`config.mk`:
```
export PLATFORM = sky130hd
export DESIGN_NAME = header_tail_frame_receiver_core_flat
export DESIGN_NICKNAME = d
export VERILOG_FILES = /design/src/htfr_pkg.sv /design/src/htfr_if.sv /design/src/htfr_ram.sv /design/src/htfr_front.sv /design/src/htfr_cmd_queue.sv /design/src/htfr_back.sv /design/src/header_tail_frame_receiver_core.sv /design/src/flat_wrapper.sv
export SDC_FILE = /design/constraint.sdc
export NUM_CORES = 1
export LEC_CHECK = 0
export BUFFER_PORTS_ARGS = -buffer_cell sky130_fd_sc_hd__buf_4
export CAP_MARGIN = 5
export CORE_MARGIN = 2
export CORE_UTILIZATION = 40
export CTS_CLUSTER_DIAMETER = 100
export DETAILED_ROUTE_END_ITERATION = 16
export PLACE_DENSITY = 0.62
export SYNTH_ARGS = -nofsm -noshare
export SYNTH_HDL_FRONTEND = slang
export SYNTH_SLANG_ARGS = --single-unit
export TNS_END_PERCENT = 5
```
`constraint.sdc`:
```
create_clock -name clk -period 3.6 [get_ports clk]
set_input_delay 0.72 -clock clk [delete_from_list [all_inputs] [get_ports clk]]
set_output_delay 0.72 -clock clk [all_outputs]
set_load 0.1 [all_outputs]
```
`src/htfr_pkg.sv`:
```
// Shared types and constants of the header/tail frame receiver.
package htfr_pkg;

    localparam int RESULT_LIMIT = 64;
    localparam logic [15:0] LOW_BYTE_MASK = 16'h00ff;

    typedef logic [7:0]  byte_t;
    typedef logic [15:0] word_t;
    typedef logic [6:0]  count_t;
    typedef logic [7:0]  cfg_index_t;

    localparam cfg_index_t REG_HEADER_WORD     = 8'd0;
    localparam cfg_index_t REG_TAIL_WORD       = 8'd1;
    localparam cfg_index_t REG_FRAME_LENGTH    = 8'd2;
    localparam cfg_index_t REG_BUFFER_CAPACITY = 8'd3;

    localparam logic OUTCOME_FRAME    = 1'b0;
    localparam logic OUTCOME_OVERFLOW = 1'b1;

    typedef enum logic [1:0] {
        PH_IDLE = 2'd0,
        PH_RECV = 2'd1,
        PH_DONE = 2'd2,
        PH_OVER = 2'd3
    } phase_t;

    typedef enum logic [1:0] {
        BK_IDLE  = 2'd0,
        BK_FETCH = 2'd1,
        BK_LOAD  = 2'd2
    } bk_state_t;

    typedef enum logic {
        CMD_FRAME    = 1'b0,
        CMD_OVERFLOW = 1'b1
    } cmd_kind_t;

    typedef struct packed {
        cmd_kind_t kind;
        count_t    len;
    } cmd_t;

    typedef struct packed {
        logic full;
        logic empty;
        logic has_frame;
    } q_stat_t;

endpackage

```
`src/htfr_if.sv`:
```
// Handshake channel interfaces: received bytes, results and configuration writes.
interface htfr_byte_if;
    logic               valid;
    logic               ready;
    htfr_pkg::byte_t    rx_byte;
    modport source(output valid, output rx_byte, input ready);
    modport sink(input valid, input rx_byte, output ready);
endinterface

interface htfr_result_if;
    logic               valid;
    logic               ready;
    htfr_pkg::byte_t    out_byte;
    logic               outcome;
    logic               last;
    modport source(output valid, output out_byte, output outcome, output last, input ready);
    modport sink(input valid, input out_byte, input outcome, input last, output ready);
endinterface

interface htfr_cfg_if;
    logic                   valid;
    logic                   ready;
    htfr_pkg::cfg_index_t   index;
    htfr_pkg::word_t        data;
    modport source(output valid, output index, output data, input ready);
    modport sink(input valid, input index, input data, output ready);
endinterface

```
`src/htfr_ram.sv`:
```
// Generic single-write, single-read RAM with registered read data.
module htfr_ram #(
    parameter int WIDTH = 8,
    parameter int DEPTH = 64
) (
    input  logic                     clk,
    input  logic                     we,
    input  logic [$clog2(DEPTH)-1:0] waddr,
    input  logic [WIDTH-1:0]         wdata,
    input  logic                     re,
    input  logic [$clog2(DEPTH)-1:0] raddr,
    output logic [WIDTH-1:0]         rdata
);

    logic [WIDTH-1:0] mem [DEPTH];
    logic [WIDTH-1:0] rdata_reg;

    always_ff @(posedge clk)
    begin
        if (we)
        begin
            mem[waddr] <= wdata;
        end
        if (re)
        begin
            rdata_reg <= mem[raddr];
        end
    end

    assign rdata = rdata_reg;

endmodule

```
`src/htfr_front.sv`:
```
// Front end: configuration registers, header/tail detection and frame store writes.
module htfr_front #(
    parameter int STORE_DEPTH = 64
) (
    input  logic                           clk,
    input  logic                           rst_n,
    htfr_cfg_if.sink                       cfg,
    htfr_byte_if.sink                      rx,
    output logic                           q_push,
    output htfr_pkg::cmd_t                 q_cmd,
    input  htfr_pkg::q_stat_t              q_stat,
    input  logic                           back_busy,
    output logic                           ram_we,
    output logic [$clog2(STORE_DEPTH)-1:0] ram_waddr,
    output htfr_pkg::byte_t                ram_wdata
);

    import htfr_pkg::*;

    localparam int ADDR_W    = $clog2(STORE_DEPTH);
    localparam int DEPTH_LIM = (STORE_DEPTH < RESULT_LIMIT) ? STORE_DEPTH : RESULT_LIMIT;

    word_t  header_reg;
    word_t  tail_reg;
    count_t frame_length_reg;
    count_t capacity_reg;

    phase_t phase_reg, phase_next;
    count_t fill_reg, fill_next;
    byte_t  prev_reg, prev_next;
    logic   pend_reg, pend_next;

    logic   rx_fire;
    logic   hdr_match;
    logic   tail_match;
    count_t fill_inc;
    count_t cap_eff;
    count_t len_eff;
    logic   in_store;
    logic   frame_done;
    logic   frame_over;

    assign cfg.ready = 1'b1;

    always_ff @(posedge clk or negedge rst_n)
    begin
        if (!rst_n)
        begin
            header_reg       <= '0;
            tail_reg         <= '0;
            frame_length_reg <= 7'd4;
            capacity_reg     <= 7'd64;
        end
        else if (cfg.valid)
        begin
            unique case (cfg.index)
                REG_HEADER_WORD:     header_reg       <= cfg.data;
                REG_TAIL_WORD:       tail_reg         <= cfg.data;
                REG_FRAME_LENGTH:    frame_length_reg <= cfg.data[6:0];
                REG_BUFFER_CAPACITY: capacity_reg     <= cfg.data[6:0];
                default:             ;
            endcase
        end
    end

    assign rx.ready = !pend_reg && !q_stat.full && !q_stat.has_frame && !back_busy;
    assign rx_fire  = rx.valid && rx.ready;

    assign hdr_match  = (rx.rx_byte == 8'(header_reg & LOW_BYTE_MASK))
                        && (prev_reg == header_reg[15:8]);
    assign tail_match = (rx.rx_byte == 8'(tail_reg & LOW_BYTE_MASK))
                        && (prev_reg == tail_reg[15:8]);
    assign fill_inc   = fill_reg + 7'd1;
    assign cap_eff    = (capacity_reg > 7'(DEPTH_LIM)) ? 7'(DEPTH_LIM) : capacity_reg;
    assign len_eff    = (frame_length_reg > 7'(DEPTH_LIM)) ? 7'(DEPTH_LIM) : frame_length_reg;
    assign in_store   = ({1'b0, fill_reg} < 8'(STORE_DEPTH));
    assign frame_done = tail_match && (fill_inc == frame_length_reg);
    assign frame_over = (fill_inc >= cap_eff);

    always_comb
    begin
        phase_next = phase_reg;
        if (rx_fire)
        begin
            unique case (phase_reg)
                PH_IDLE:
                begin
                    if (hdr_match)
                    begin
                        phase_next = PH_RECV;
                    end
                end
                PH_RECV:
                begin
                    priority if (frame_over)
                    begin
                        phase_next = PH_OVER;
                    end
                    else if (frame_done)
                    begin
                        phase_next = PH_DONE;
                    end
                end
                PH_DONE, PH_OVER:
                begin
                    phase_next = PH_IDLE;
                end
            endcase
        end
    end

    always_comb
    begin
        fill_next  = fill_reg;
        prev_next  = prev_reg;
        pend_next  = 1'b0;
        q_push     = 1'b0;
        q_cmd.kind = CMD_FRAME;
        q_cmd.len  = len_eff;
        ram_we     = 1'b0;
        ram_waddr  = ADDR_W'(fill_reg);
        ram_wdata  = rx.rx_byte;
        if (pend_reg)
        begin
            ram_we    = 1'b1;
            ram_waddr = ADDR_W'(1);
            ram_wdata = prev_reg;
        end
        else if (rx_fire)
        begin
            unique case (phase_reg)
                PH_IDLE:
                begin
                    prev_next = rx.rx_byte;
                    if (hdr_match)
                    begin
                        ram_we    = 1'b1;
                        ram_waddr = ADDR_W'(0);
                        ram_wdata = prev_reg;
                        pend_next = 1'b1;
                        fill_next = 7'd2;
                    end
                end
                PH_RECV:
                begin
                    prev_next = rx.rx_byte;
                    ram_we    = in_store;
                    fill_next = fill_inc;
                end
                PH_DONE, PH_OVER:
                begin
                    q_push     = 1'b1;
                    q_cmd.kind = (phase_reg == PH_OVER) ? CMD_OVERFLOW : CMD_FRAME;
                    fill_next  = '0;
                end
            endcase
        end
    end

    always_ff @(posedge clk or negedge rst_n)
    begin
        if (!rst_n)
        begin
            phase_reg <= PH_IDLE;
            fill_reg  <= '0;
            prev_reg  <= '0;
            pend_reg  <= 1'b0;
        end
        else
        begin
            phase_reg <= phase_next;
            fill_reg  <= fill_next;
            prev_reg  <= prev_next;
            pend_reg  <= pend_next;
        end
    end

    assert property (@(posedge clk) disable iff (!rst_n)
        pend_reg |-> (phase_reg == PH_RECV) && (fill_reg == 7'd2))
        else $error("second header write outside reception");

    assert property (@(posedge clk) disable iff (!rst_n)
        fill_reg <= 7'(RESULT_LIMIT))
        else $error("fill count beyond result limit");

endmodule

```
`src/htfr_cmd_queue.sv`:
```
// Two-entry command queue between the front end and the emitter.
module htfr_cmd_queue (
    input  logic               clk,
    input  logic               rst_n,
    input  logic               push,
    input  htfr_pkg::cmd_t     push_cmd,
    input  logic               pop,
    output htfr_pkg::cmd_t     head,
    output htfr_pkg::q_stat_t  stat
);

    import htfr_pkg::*;

    cmd_t       ent_reg [2];
    logic [1:0] valid_reg, valid_next;
    logic       wr_ptr_reg;
    logic       rd_ptr_reg;

    assign head           = ent_reg[rd_ptr_reg];
    assign stat.full      = &valid_reg;
    assign stat.empty     = ~|valid_reg;
    assign stat.has_frame = (valid_reg[0] && (ent_reg[0].kind == CMD_FRAME))
                            || (valid_reg[1] && (ent_reg[1].kind == CMD_FRAME));

    always_comb
    begin
        valid_next = valid_reg;
        if (pop)
        begin
            valid_next[rd_ptr_reg] = 1'b0;
        end
        if (push)
        begin
            valid_next[wr_ptr_reg] = 1'b1;
        end
    end

    always_ff @(posedge clk)
    begin
        if (push)
        begin
            ent_reg[wr_ptr_reg] <= push_cmd;
        end
    end

    always_ff @(posedge clk or negedge rst_n)
    begin
        if (!rst_n)
        begin
            valid_reg  <= '0;
            wr_ptr_reg <= 1'b0;
            rd_ptr_reg <= 1'b0;
        end
        else
        begin
            valid_reg <= valid_next;
            if (push)
            begin
                wr_ptr_reg <= !wr_ptr_reg;
            end
            if (pop)
            begin
                rd_ptr_reg <= !rd_ptr_reg;
            end
        end
    end

    assert property (@(posedge clk) disable iff (!rst_n)
        !(push && stat.full) && !(pop && stat.empty))
        else $error("queue overrun or underrun");

endmodule

```
`src/htfr_back.sv`:
```
// Back end: reads the frame store and drives the registered result word.
module htfr_back #(
    parameter int STORE_DEPTH = 64
) (
    input  logic                           clk,
    input  logic                           rst_n,
    input  htfr_pkg::cmd_t                 q_head,
    input  htfr_pkg::q_stat_t              q_stat,
    output logic                           q_pop,
    output logic                           busy,
    output logic                           ram_re,
    output logic [$clog2(STORE_DEPTH)-1:0] ram_raddr,
    input  htfr_pkg::byte_t                ram_rdata,
    htfr_result_if.source                  res
);

    import htfr_pkg::*;

    localparam int ADDR_W = $clog2(STORE_DEPTH);

    bk_state_t state_reg, state_next;
    count_t    idx_reg, idx_next;
    count_t    len_reg, len_next;
    logic      out_valid_reg, out_valid_next;
    byte_t     out_byte_reg, out_byte_next;
    logic      outcome_reg, outcome_next;
    logic      last_reg, last_next;

    logic      slot_free;
    logic      at_end;

    assign slot_free = !out_valid_reg || res.ready;
    assign at_end    = ((idx_reg + 7'd1) == len_reg);

    always_comb
    begin
        state_next = state_reg;
        unique case (state_reg)
            BK_IDLE:
            begin
                if (!q_stat.empty && (q_head.kind == CMD_FRAME))
                begin
                    state_next = BK_FETCH;
                end
            end
            BK_FETCH:
            begin
                state_next = BK_LOAD;
            end
            BK_LOAD:
            begin
                if (slot_free)
                begin
                    state_next = at_end ? BK_IDLE : BK_FETCH;
                end
            end
            default:
            begin
                state_next = BK_IDLE;
            end
        endcase
    end

    always_comb
    begin
        q_pop          = 1'b0;
        ram_re         = 1'b0;
        ram_raddr      = ADDR_W'(idx_reg);
        idx_next       = idx_reg;
        len_next       = len_reg;
        out_valid_next = out_valid_reg && !res.ready;
        out_byte_next  = out_byte_reg;
        outcome_next   = outcome_reg;
        last_next      = last_reg;
        unique case (state_reg)
            BK_IDLE:
            begin
                if (!q_stat.empty)
                begin
                    if (q_head.kind == CMD_FRAME)
                    begin
                        q_pop    = 1'b1;
                        idx_next = '0;
                        len_next = q_head.len;
                    end
                    else if (slot_free)
                    begin
                        q_pop          = 1'b1;
                        out_valid_next = 1'b1;
                        out_byte_next  = '0;
                        outcome_next   = OUTCOME_OVERFLOW;
                        last_next      = 1'b1;
                    end
                end
            end
            BK_FETCH:
            begin
                ram_re = 1'b1;
            end
            BK_LOAD:
            begin
                if (slot_free)
                begin
                    out_valid_next = 1'b1;
                    out_byte_next  = ram_rdata;
                    outcome_next   = OUTCOME_FRAME;
                    last_next      = at_end;
                    idx_next       = idx_reg + 7'd1;
                end
            end
            default:
            begin
            end
        endcase
    end

    always_ff @(posedge clk or negedge rst_n)
    begin
        if (!rst_n)
        begin
            state_reg     <= BK_IDLE;
            out_valid_reg <= 1'b0;
            idx_reg       <= '0;
            len_reg       <= '0;
        end
        else
        begin
            state_reg     <= state_next;
            out_valid_reg <= out_valid_next;
            idx_reg       <= idx_next;
            len_reg       <= len_next;
        end
    end

    always_ff @(posedge clk)
    begin
        out_byte_reg <= out_byte_next;
        outcome_reg  <= outcome_next;
        last_reg     <= last_next;
    end

    assign busy        = (state_reg != BK_IDLE);
    assign res.valid   = out_valid_reg;
    assign res.out_byte = out_byte_reg;
    assign res.outcome = outcome_reg;
    assign res.last    = last_reg;

    assert property (@(posedge clk) disable iff (!rst_n)
        (state_reg == BK_LOAD) |-> (idx_reg < len_reg))
        else $error("frame read index past frame length");

    assert property (@(posedge clk) disable iff (!rst_n)
        (state_reg == BK_LOAD) |-> $past(state_reg == BK_FETCH) || $past(state_reg == BK_LOAD))
        else $error("result load without a store read");

endmodule

```
`src/header_tail_frame_receiver_core.sv`:
```
// Top level of the header/tail frame receiver.
// Flow: a complete frame is queued when the byte that follows its tail is accepted, and the back end
// then reads it out of the store through its fetch and load states into the registered result;
// an overflow result is queued likewise on the byte after the overflowing one. Rx takes one byte
// per cycle, but stalls for the second header write, a full queue, a queued frame or a busy back end.
// Reset: rst_n presets configuration, clears phase, counters, queue and output valid; store unreset.
module header_tail_frame_receiver_core #(
    parameter int STORE_DEPTH = 64
) (
    input  logic          clk,
    input  logic          rst_n,
    htfr_cfg_if.sink      cfg,
    htfr_byte_if.sink     rx,
    htfr_result_if.source res
);

    import htfr_pkg::*;

    localparam int ADDR_W = $clog2(STORE_DEPTH);

    logic              q_push;
    logic              q_pop;
    cmd_t              push_cmd;
    cmd_t              q_head;
    q_stat_t           q_stat;
    logic              back_busy;
    logic              ram_we;
    logic [ADDR_W-1:0] ram_waddr;
    byte_t             ram_wdata;
    logic              ram_re;
    logic [ADDR_W-1:0] ram_raddr;
    byte_t             ram_rdata;

    htfr_front #(
        .STORE_DEPTH(STORE_DEPTH)
    ) u_front (
        .clk       (clk),
        .rst_n     (rst_n),
        .cfg       (cfg),
        .rx        (rx),
        .q_push    (q_push),
        .q_cmd     (push_cmd),
        .q_stat    (q_stat),
        .back_busy (back_busy),
        .ram_we    (ram_we),
        .ram_waddr (ram_waddr),
        .ram_wdata (ram_wdata)
    );

    htfr_cmd_queue u_queue (
        .clk      (clk),
        .rst_n    (rst_n),
        .push     (q_push),
        .push_cmd (push_cmd),
        .pop      (q_pop),
        .head     (q_head),
        .stat     (q_stat)
    );

    htfr_ram #(
        .WIDTH(8),
        .DEPTH(STORE_DEPTH)
    ) u_store (
        .clk   (clk),
        .we    (ram_we),
        .waddr (ram_waddr),
        .wdata (ram_wdata),
        .re    (ram_re),
        .raddr (ram_raddr),
        .rdata (ram_rdata)
    );

    htfr_back #(
        .STORE_DEPTH(STORE_DEPTH)
    ) u_back (
        .clk       (clk),
        .rst_n     (rst_n),
        .q_head    (q_head),
        .q_stat    (q_stat),
        .q_pop     (q_pop),
        .busy      (back_busy),
        .ram_re    (ram_re),
        .ram_raddr (ram_raddr),
        .ram_rdata (ram_rdata),
        .res       (res)
    );

endmodule
```
`src/flat_wrapper.sv`:
```
// flat-port wrapper written by rule: the top's interface ports become plain ports
module header_tail_frame_receiver_core_flat import htfr_pkg::*;
#(
    parameter int STORE_DEPTH = 64
)
  (clk, rst_n, cfg_valid, cfg_index, cfg_data, cfg_ready, rx_valid, rx_rx_byte, rx_ready, res_valid, res_out_byte, res_outcome, res_last, res_ready);
  htfr_cfg_if cfg_i ();
  htfr_byte_if rx_i ();
  htfr_result_if res_i ();
  input  logic clk;
  input  logic rst_n;
  input wire logic [$bits(cfg_i.valid)-1:0] cfg_valid;
  input wire logic [$bits(cfg_i.index)-1:0] cfg_index;
  input wire logic [$bits(cfg_i.data)-1:0] cfg_data;
  output wire logic [$bits(cfg_i.ready)-1:0] cfg_ready;
  input wire logic [$bits(rx_i.valid)-1:0] rx_valid;
  input wire logic [$bits(rx_i.rx_byte)-1:0] rx_rx_byte;
  output wire logic [$bits(rx_i.ready)-1:0] rx_ready;
  output wire logic [$bits(res_i.valid)-1:0] res_valid;
  output wire logic [$bits(res_i.out_byte)-1:0] res_out_byte;
  output wire logic [$bits(res_i.outcome)-1:0] res_outcome;
  output wire logic [$bits(res_i.last)-1:0] res_last;
  input wire logic [$bits(res_i.ready)-1:0] res_ready;
  assign cfg_i.valid = cfg_valid;
  assign cfg_i.index = cfg_index;
  assign cfg_i.data = cfg_data;
  assign cfg_ready = cfg_i.ready;
  assign rx_i.valid = rx_valid;
  assign rx_i.rx_byte = rx_rx_byte;
  assign rx_ready = rx_i.ready;
  assign res_valid = res_i.valid;
  assign res_out_byte = res_i.out_byte;
  assign res_outcome = res_i.outcome;
  assign res_last = res_i.last;
  assign res_i.ready = res_ready;
  header_tail_frame_receiver_core #(.STORE_DEPTH(STORE_DEPTH)) u_core (.clk(clk), .rst_n(rst_n), .cfg(cfg_i), .rx(rx_i), .res(res_i));
endmodule
```
# ---- Yosys cells after proc, flatten, opt, wreduce, memory -nomap -nowiden
# Memories as Yosys holds them, arrays and structs flattened. A register that Yosys moved wholly into a read port is not among the register bits.
# Cells that the tools add are included.
# Widths: inputs -> output; s select.
dict set report word_totals {
  register_bits 95
  latch_bits 0
  ram_bits 528
  romBits 0
  in_bits 37
  out_inout_bits 13
  word_cells 171
  n_memories 2
}
dict set report classes {
  addsub 2
  mul 0
  n_div 0
  n_lt_le_gt_ge 8
  eq_ne 22
  shifts 0
  n_mux 69
  bitwise 7
  reduce_logical 43
}
# memory depth width rd rd_ports_with_merged_regs wr line
set memory_table {}
lappend memory_table {u_core.u_store.mem 64 8 1 1 1 htfr_ram.sv:15} ;# logic [WIDTH-1:0] mem [DEPTH];
lappend memory_table {u_core.u_queue.ent_reg 2 8 3 0 1 htfr_cmd_queue.sv:14} ;# cmd_t ent_reg [2];
# cell count
set op_table {}
lappend op_table {{$mux 8} 8}
lappend op_table {{$mux 7} 6}
lappend op_table {{$mux 1} 33}
lappend op_table {{$eq 8x8->1} 4}
lappend op_table {{$mux 6} 4}
lappend op_table {{$pmux 7 s3} 1}
lappend op_table {{$eq 8x2->1 const B} 2}
lappend op_table {{$pmux 8 s2} 1}
lappend op_table {{$add 7x1->7 const B} 2}
lappend op_table {{$eq 7x7->1} 2}
lappend op_table {{$gt 7x7->1 const B} 2}
lappend op_table {{$mux 2} 7}
lappend op_table {{$ne 2x2->1 const B} 7}
lappend op_table {{$pmux 7 s2} 1}
lappend op_table {{$logic_and 1x1->1} 13}
lappend op_table {{$pmux 2 s3} 2}
lappend op_table {{$reduce_and 2->1} 6}
lappend op_table {{$reduce_and 3->1} 4}
lappend op_table {{$eq 8x1->1 const B} 1}
lappend op_table {{$logic_not 1->1} 8}
lappend op_table {{$logic_not 8->1} 1}
lappend op_table {{$pmux 1 s2} 4}
lappend op_table {{$ge 7x7->1} 1}
lappend op_table {{$lt 7x7->1 const B} 1}
lappend op_table {{other kinds (16)} 30}

# ---- Logic depth before layout (Yosys ltp)
# An unclocked memory read counts as a cell.
dict set report depth {
  word_depth 12
  depth_mapped 11
  ltp_nobuf 10
}

# ---- Hierarchy
# From an unflattened synthesis, not the netlist that was laid out.
dict set report unflattened {
  hier_cells 1376
  area_unflattened_um2 25882.3
}
# mod instances cells_each area_each_um2 seq_area_each_um2
set modules_own_cells {}
lappend modules_own_cells {htfr_ram 1 940 20246.9 15615.0}
lappend modules_own_cells {htfr_front 1 276 3462.1 1604.0}
lappend modules_own_cells {htfr_back 1 118 1385.1 725.7}
lappend modules_own_cells {htfr_cmd_queue 1 42 788.3 580.6}

# ---- Worst setup path after synthesis
# No wires, ideal clock.
dict set report synth_path {
  path_kind {input-to-reg}
  from {input rx_rx_byte[2]}
  to {memory u_core.u_store.mem[0][0] (data pin)}
  setup_ns 0.289
  arrival_time_ns 2.488
  t_required_ns 3.311
  path_slack_ns 0.823
  path_stages 8
  path_buffers 1
  cell_sequence {xnor2_1 -> nand4_1 -> nor4_1 -> nand3_4 -> inv_2 -> nor2_1 -> buf_6 -> mux2_2}
}
dict set report synth_between {
  elab_chain_len 6
}
# element line
set synth_rtl {}
lappend synth_rtl {{start: declaration} flat_wrapper.sv:17} ;# input wire logic [$bits(rx_i.rx_byte)-1:0] rx_rx_byte;
lappend synth_rtl {{$eq 8x8->1} htfr_front.sv:69} ;# assign hdr_match = (rx.rx_byte == 8'(header_reg & LOW_BYTE_MASK))
lappend synth_rtl {{$logic_and 1x1->1} htfr_front.sv:70} ;# && (prev_reg == header_reg[15:8]);
lappend synth_rtl {{$mux 8} htfr_front.sv:135} ;# if (hdr_match)
lappend synth_rtl {{$mux 8} htfr_front.sv:131} ;# unique case (phase_reg)
lappend synth_rtl {{$mux 8} htfr_front.sv:129} ;# else if (rx_fire)
lappend synth_rtl {{$mux 8} htfr_front.sv:123} ;# if (pend_reg)
lappend synth_rtl {{named net u_core.ram_wdata[0]} header_tail_frame_receiver_core.sv:29} ;# byte_t ram_wdata;
lappend synth_rtl {{end: declaration} htfr_ram.sv:15}
# The timed path passes the listed nets, and every way through them passes these cells.

==> flow_summary.json <==
{
  "cts_tree": "yes",
  "io_pins": 50,
  "dpl_cell_area_um2": 27600,
  "timing.rr.start": "u_core.u_queue.ent_reg[1][7]",
  "reg2regPathDepth": 8,
  "status": "completed",
  "cp_max_fo": 64,
  "grt_pass1_vias": 13400,
  "largest_reg_flops": 512,
  "synth-seq-cells": 631,
  "arrival_ns": 3.60,
  "rows": 92,
  "yosysMostFrequentCell": "edfxtp_1",
  "coreArea_um2": 63200,
  "synth_area_um2": 25600,
  "synth_top_area_frac": 0.639,
  "yosys_warnings": 0,
  "hp-class": "in -> async",
  "synth-main-ff-cell": "edfxtp_1",
  "cts_resized": 0,
  "fin_skew_ns": 0.0196,
  "synth.distinct_cells": 61,
  "cts_buffers": 67,
  "routabilityCongestion": 0.828,
  "die_h_um": 257,
  "grt_pass1_wl_um": 85600,
  "yosysSeqAreaShare": 0.722,
  "drt_iter0_drc": 1215,
  "layout.cells.non_filler": 2399,
  "via_per_inst": 5.39,
  "dp_hpwl_um": 34800,
  "regMostFlops": "u_core.u_store.mem",
  "syn_to_final_growth_pct": 15.3,
  "required_ns": 3.87,
  "totalWireLength_um": 55800,
  "layout-drive-gt1-share": 0.280,
  "clk_pin_slew_ns": 0.06,
  "num-nets-final": 1555,
  "fmax_mhz": 300,
  "rsz0062_at_grt": "false",
  "r2r-end": "u_core.u_store.mem[7][5]",
  "post_drt_wl_per_cell_um": 23.3,
  "start_util": 0.406,
  "clockBufferDepth": 3,
  "worstSkewPairLatency_ns": 0.59,
  "cts_root_buf": "clkbuf_16",
  "dieArea_um2": 66200,
  "cts_setup_buffers": 0,
  "cts_max_level": 3,
  "grt_start_max_net_pins": 73,
  "final.min_clock_period_ns": 3.34,
  "ant_nets": 0,
  "vias": 12900,
  "synth_fp_nets": 1411,
  "postLayoutCellArea_um2": 29600,
  "path_class": "reg -> reg",
  "synth_top_cell_by_area": "edfxtp_1",
  "syn_inst": 1365,
  "slew_headroom": 0.129,
  "min_period_over_period": 0.927,
  "cap_violations": 0,
  "antennaDiodeCount": 0,
  "antenna_found_initial": 0,
  "p_leak_nw": 10.1,
  "hold_viol": 0,
  "p_per_area_nw_per_um2": 659,
  "holdBufCountCts": 0,
  "overflow": 0,
  "die_w_um": 257,
  "drtPass1Iterations": 5,
  "io_buffers": 48,
  "r2r_slack_ns": 0.26,
  "synth_common_cells": "edfxtp_1, mux4_2, nor2_1",
  "cp-start-kind": "flop",
  "grt.total_usage": 0.173,
  "maxSlewViolCount": 0,
  "synth_edf_count": 546,
  "avgSynthCellArea_um2": 18.8,
  "dp_cells": 2286,
  "drcViolationCount": 0,
  "setup_violations": 0,
  "setup-tns-final_ns": 0,
  "critPathCaptureType": "flop",
  "async_flop_share": 0.135,
  "tightest_slew_ns": 1.30,
  "synth_area_leaders": "edfxtp_1, mux4_2, dfrtp_1",
  "numClockSinks": 631,
  "irDropWorstVdd_v": 0.000443
}
worst max path at each step:
stage	start	endpoint
finish	u_core.u_queue.ent_reg[1][7]	u_core.u_store.mem[7][5]
global route	u_core.u_queue.ent_reg[1][7]	u_core.u_store.mem[7][5]
CTS	u_core.u_queue.ent_reg[1][7]	u_core.u_store.mem[15][3]
detailed placement	rx_rx_byte[2]	u_core.u_store.mem[28][7]
global placement	rx_rx_byte[4]	u_core.u_store.mem[28][7]
floorplan	rx_rx_byte[2]	u_core.u_store.mem[0][0]
cell families after synthesis:
family	count (synthesis)	synth area share
buf+inv	83	0.0162
xor+xnor	52	0.0188
flops	631	0.722
simple gates	235	0.0462
mux	238	0.162
compound gates	116	0.0296
other cells	1	0.000146
fa+ha+maj	9	0.00439
power breakdown:
part / total, mW / switching, mW / internal [mW]
Sequential: 8.44 / 0.234 / 8.20
Combinational: 4.73 / 2.55 / 2.18
Clock: 6.33 / 2.65 / 3.68
worst max-delay path, stage by stage (launching register included):
cell and delay [ns]:
edfxtp_1 0.42, nor2b_1 0.19, o2111ai_2 0.37, nor2_4 0.16
nand3_4 0.15, inv_2 0.05, nor2_1 0.97, mux2_2 0.46
buf_12 0.18
metrics by stage:
step           hold slack (ns)  total power, mW  worst slack, ns   util
3_3_place_gp             0.484             13.4            0.177  0.437
4_1_cts                 0.0971             19.7            0.287  0.468
3_5_place_dp             0.491             13.4            0.145  0.437
2_1_floorplan            0.424             12.0            0.823      -
6_report                 0.118             19.5            0.264  0.468
5_1_grt                  0.126             20.3           0.0843  0.468
layout make-up:
cell class | instances | area (um^2)
fill | 5281 | 33600
sequential | 631 | 18500
multi-input combinational | 651 | 6710
clock buffer | 90 | 1830
timing repair buffer | 145 | 1250
tap | 846 | 1060
clock inverter | 23 | 159
inverter | 13 | 48.8
placed cells by master, fill, tap and decap left out, drive strengths merged, types with 2 or more instances in the layout:
cell type and n:
edfxtp 546, buf 145, mux4 136, nor2 95, clkbuf 90, dfrtp 83, mux2 63, nand2 44
o21ai 41, mux2i 39, xnor2 27, xor2 23, nand3 19, a21oi 18, clkinv 18, a22oi 17
o221ai 16, nor2b 15, inv 15, and2 13, ha 9, nor4 9, nand3b 7, nand4 6
nand2b 5, a21o 5, o31ai 5, and3 4, or2 4, nor3 4, or3 3, nor3b 3
o21a 2, or3b 2, a211oi 2, xnor3 2, bufinv 2, dfstp 2, o2111ai 2
layer usage:
metal  track usage  part of all wire  wire length [um]
met1         0.237              0.43             24100
met2         0.278              0.49             27200
met3        0.0389             0.060              3330
met4        0.0504             0.022              1250
met5             0                 0                 0
(Power assumes the default switching activity.)
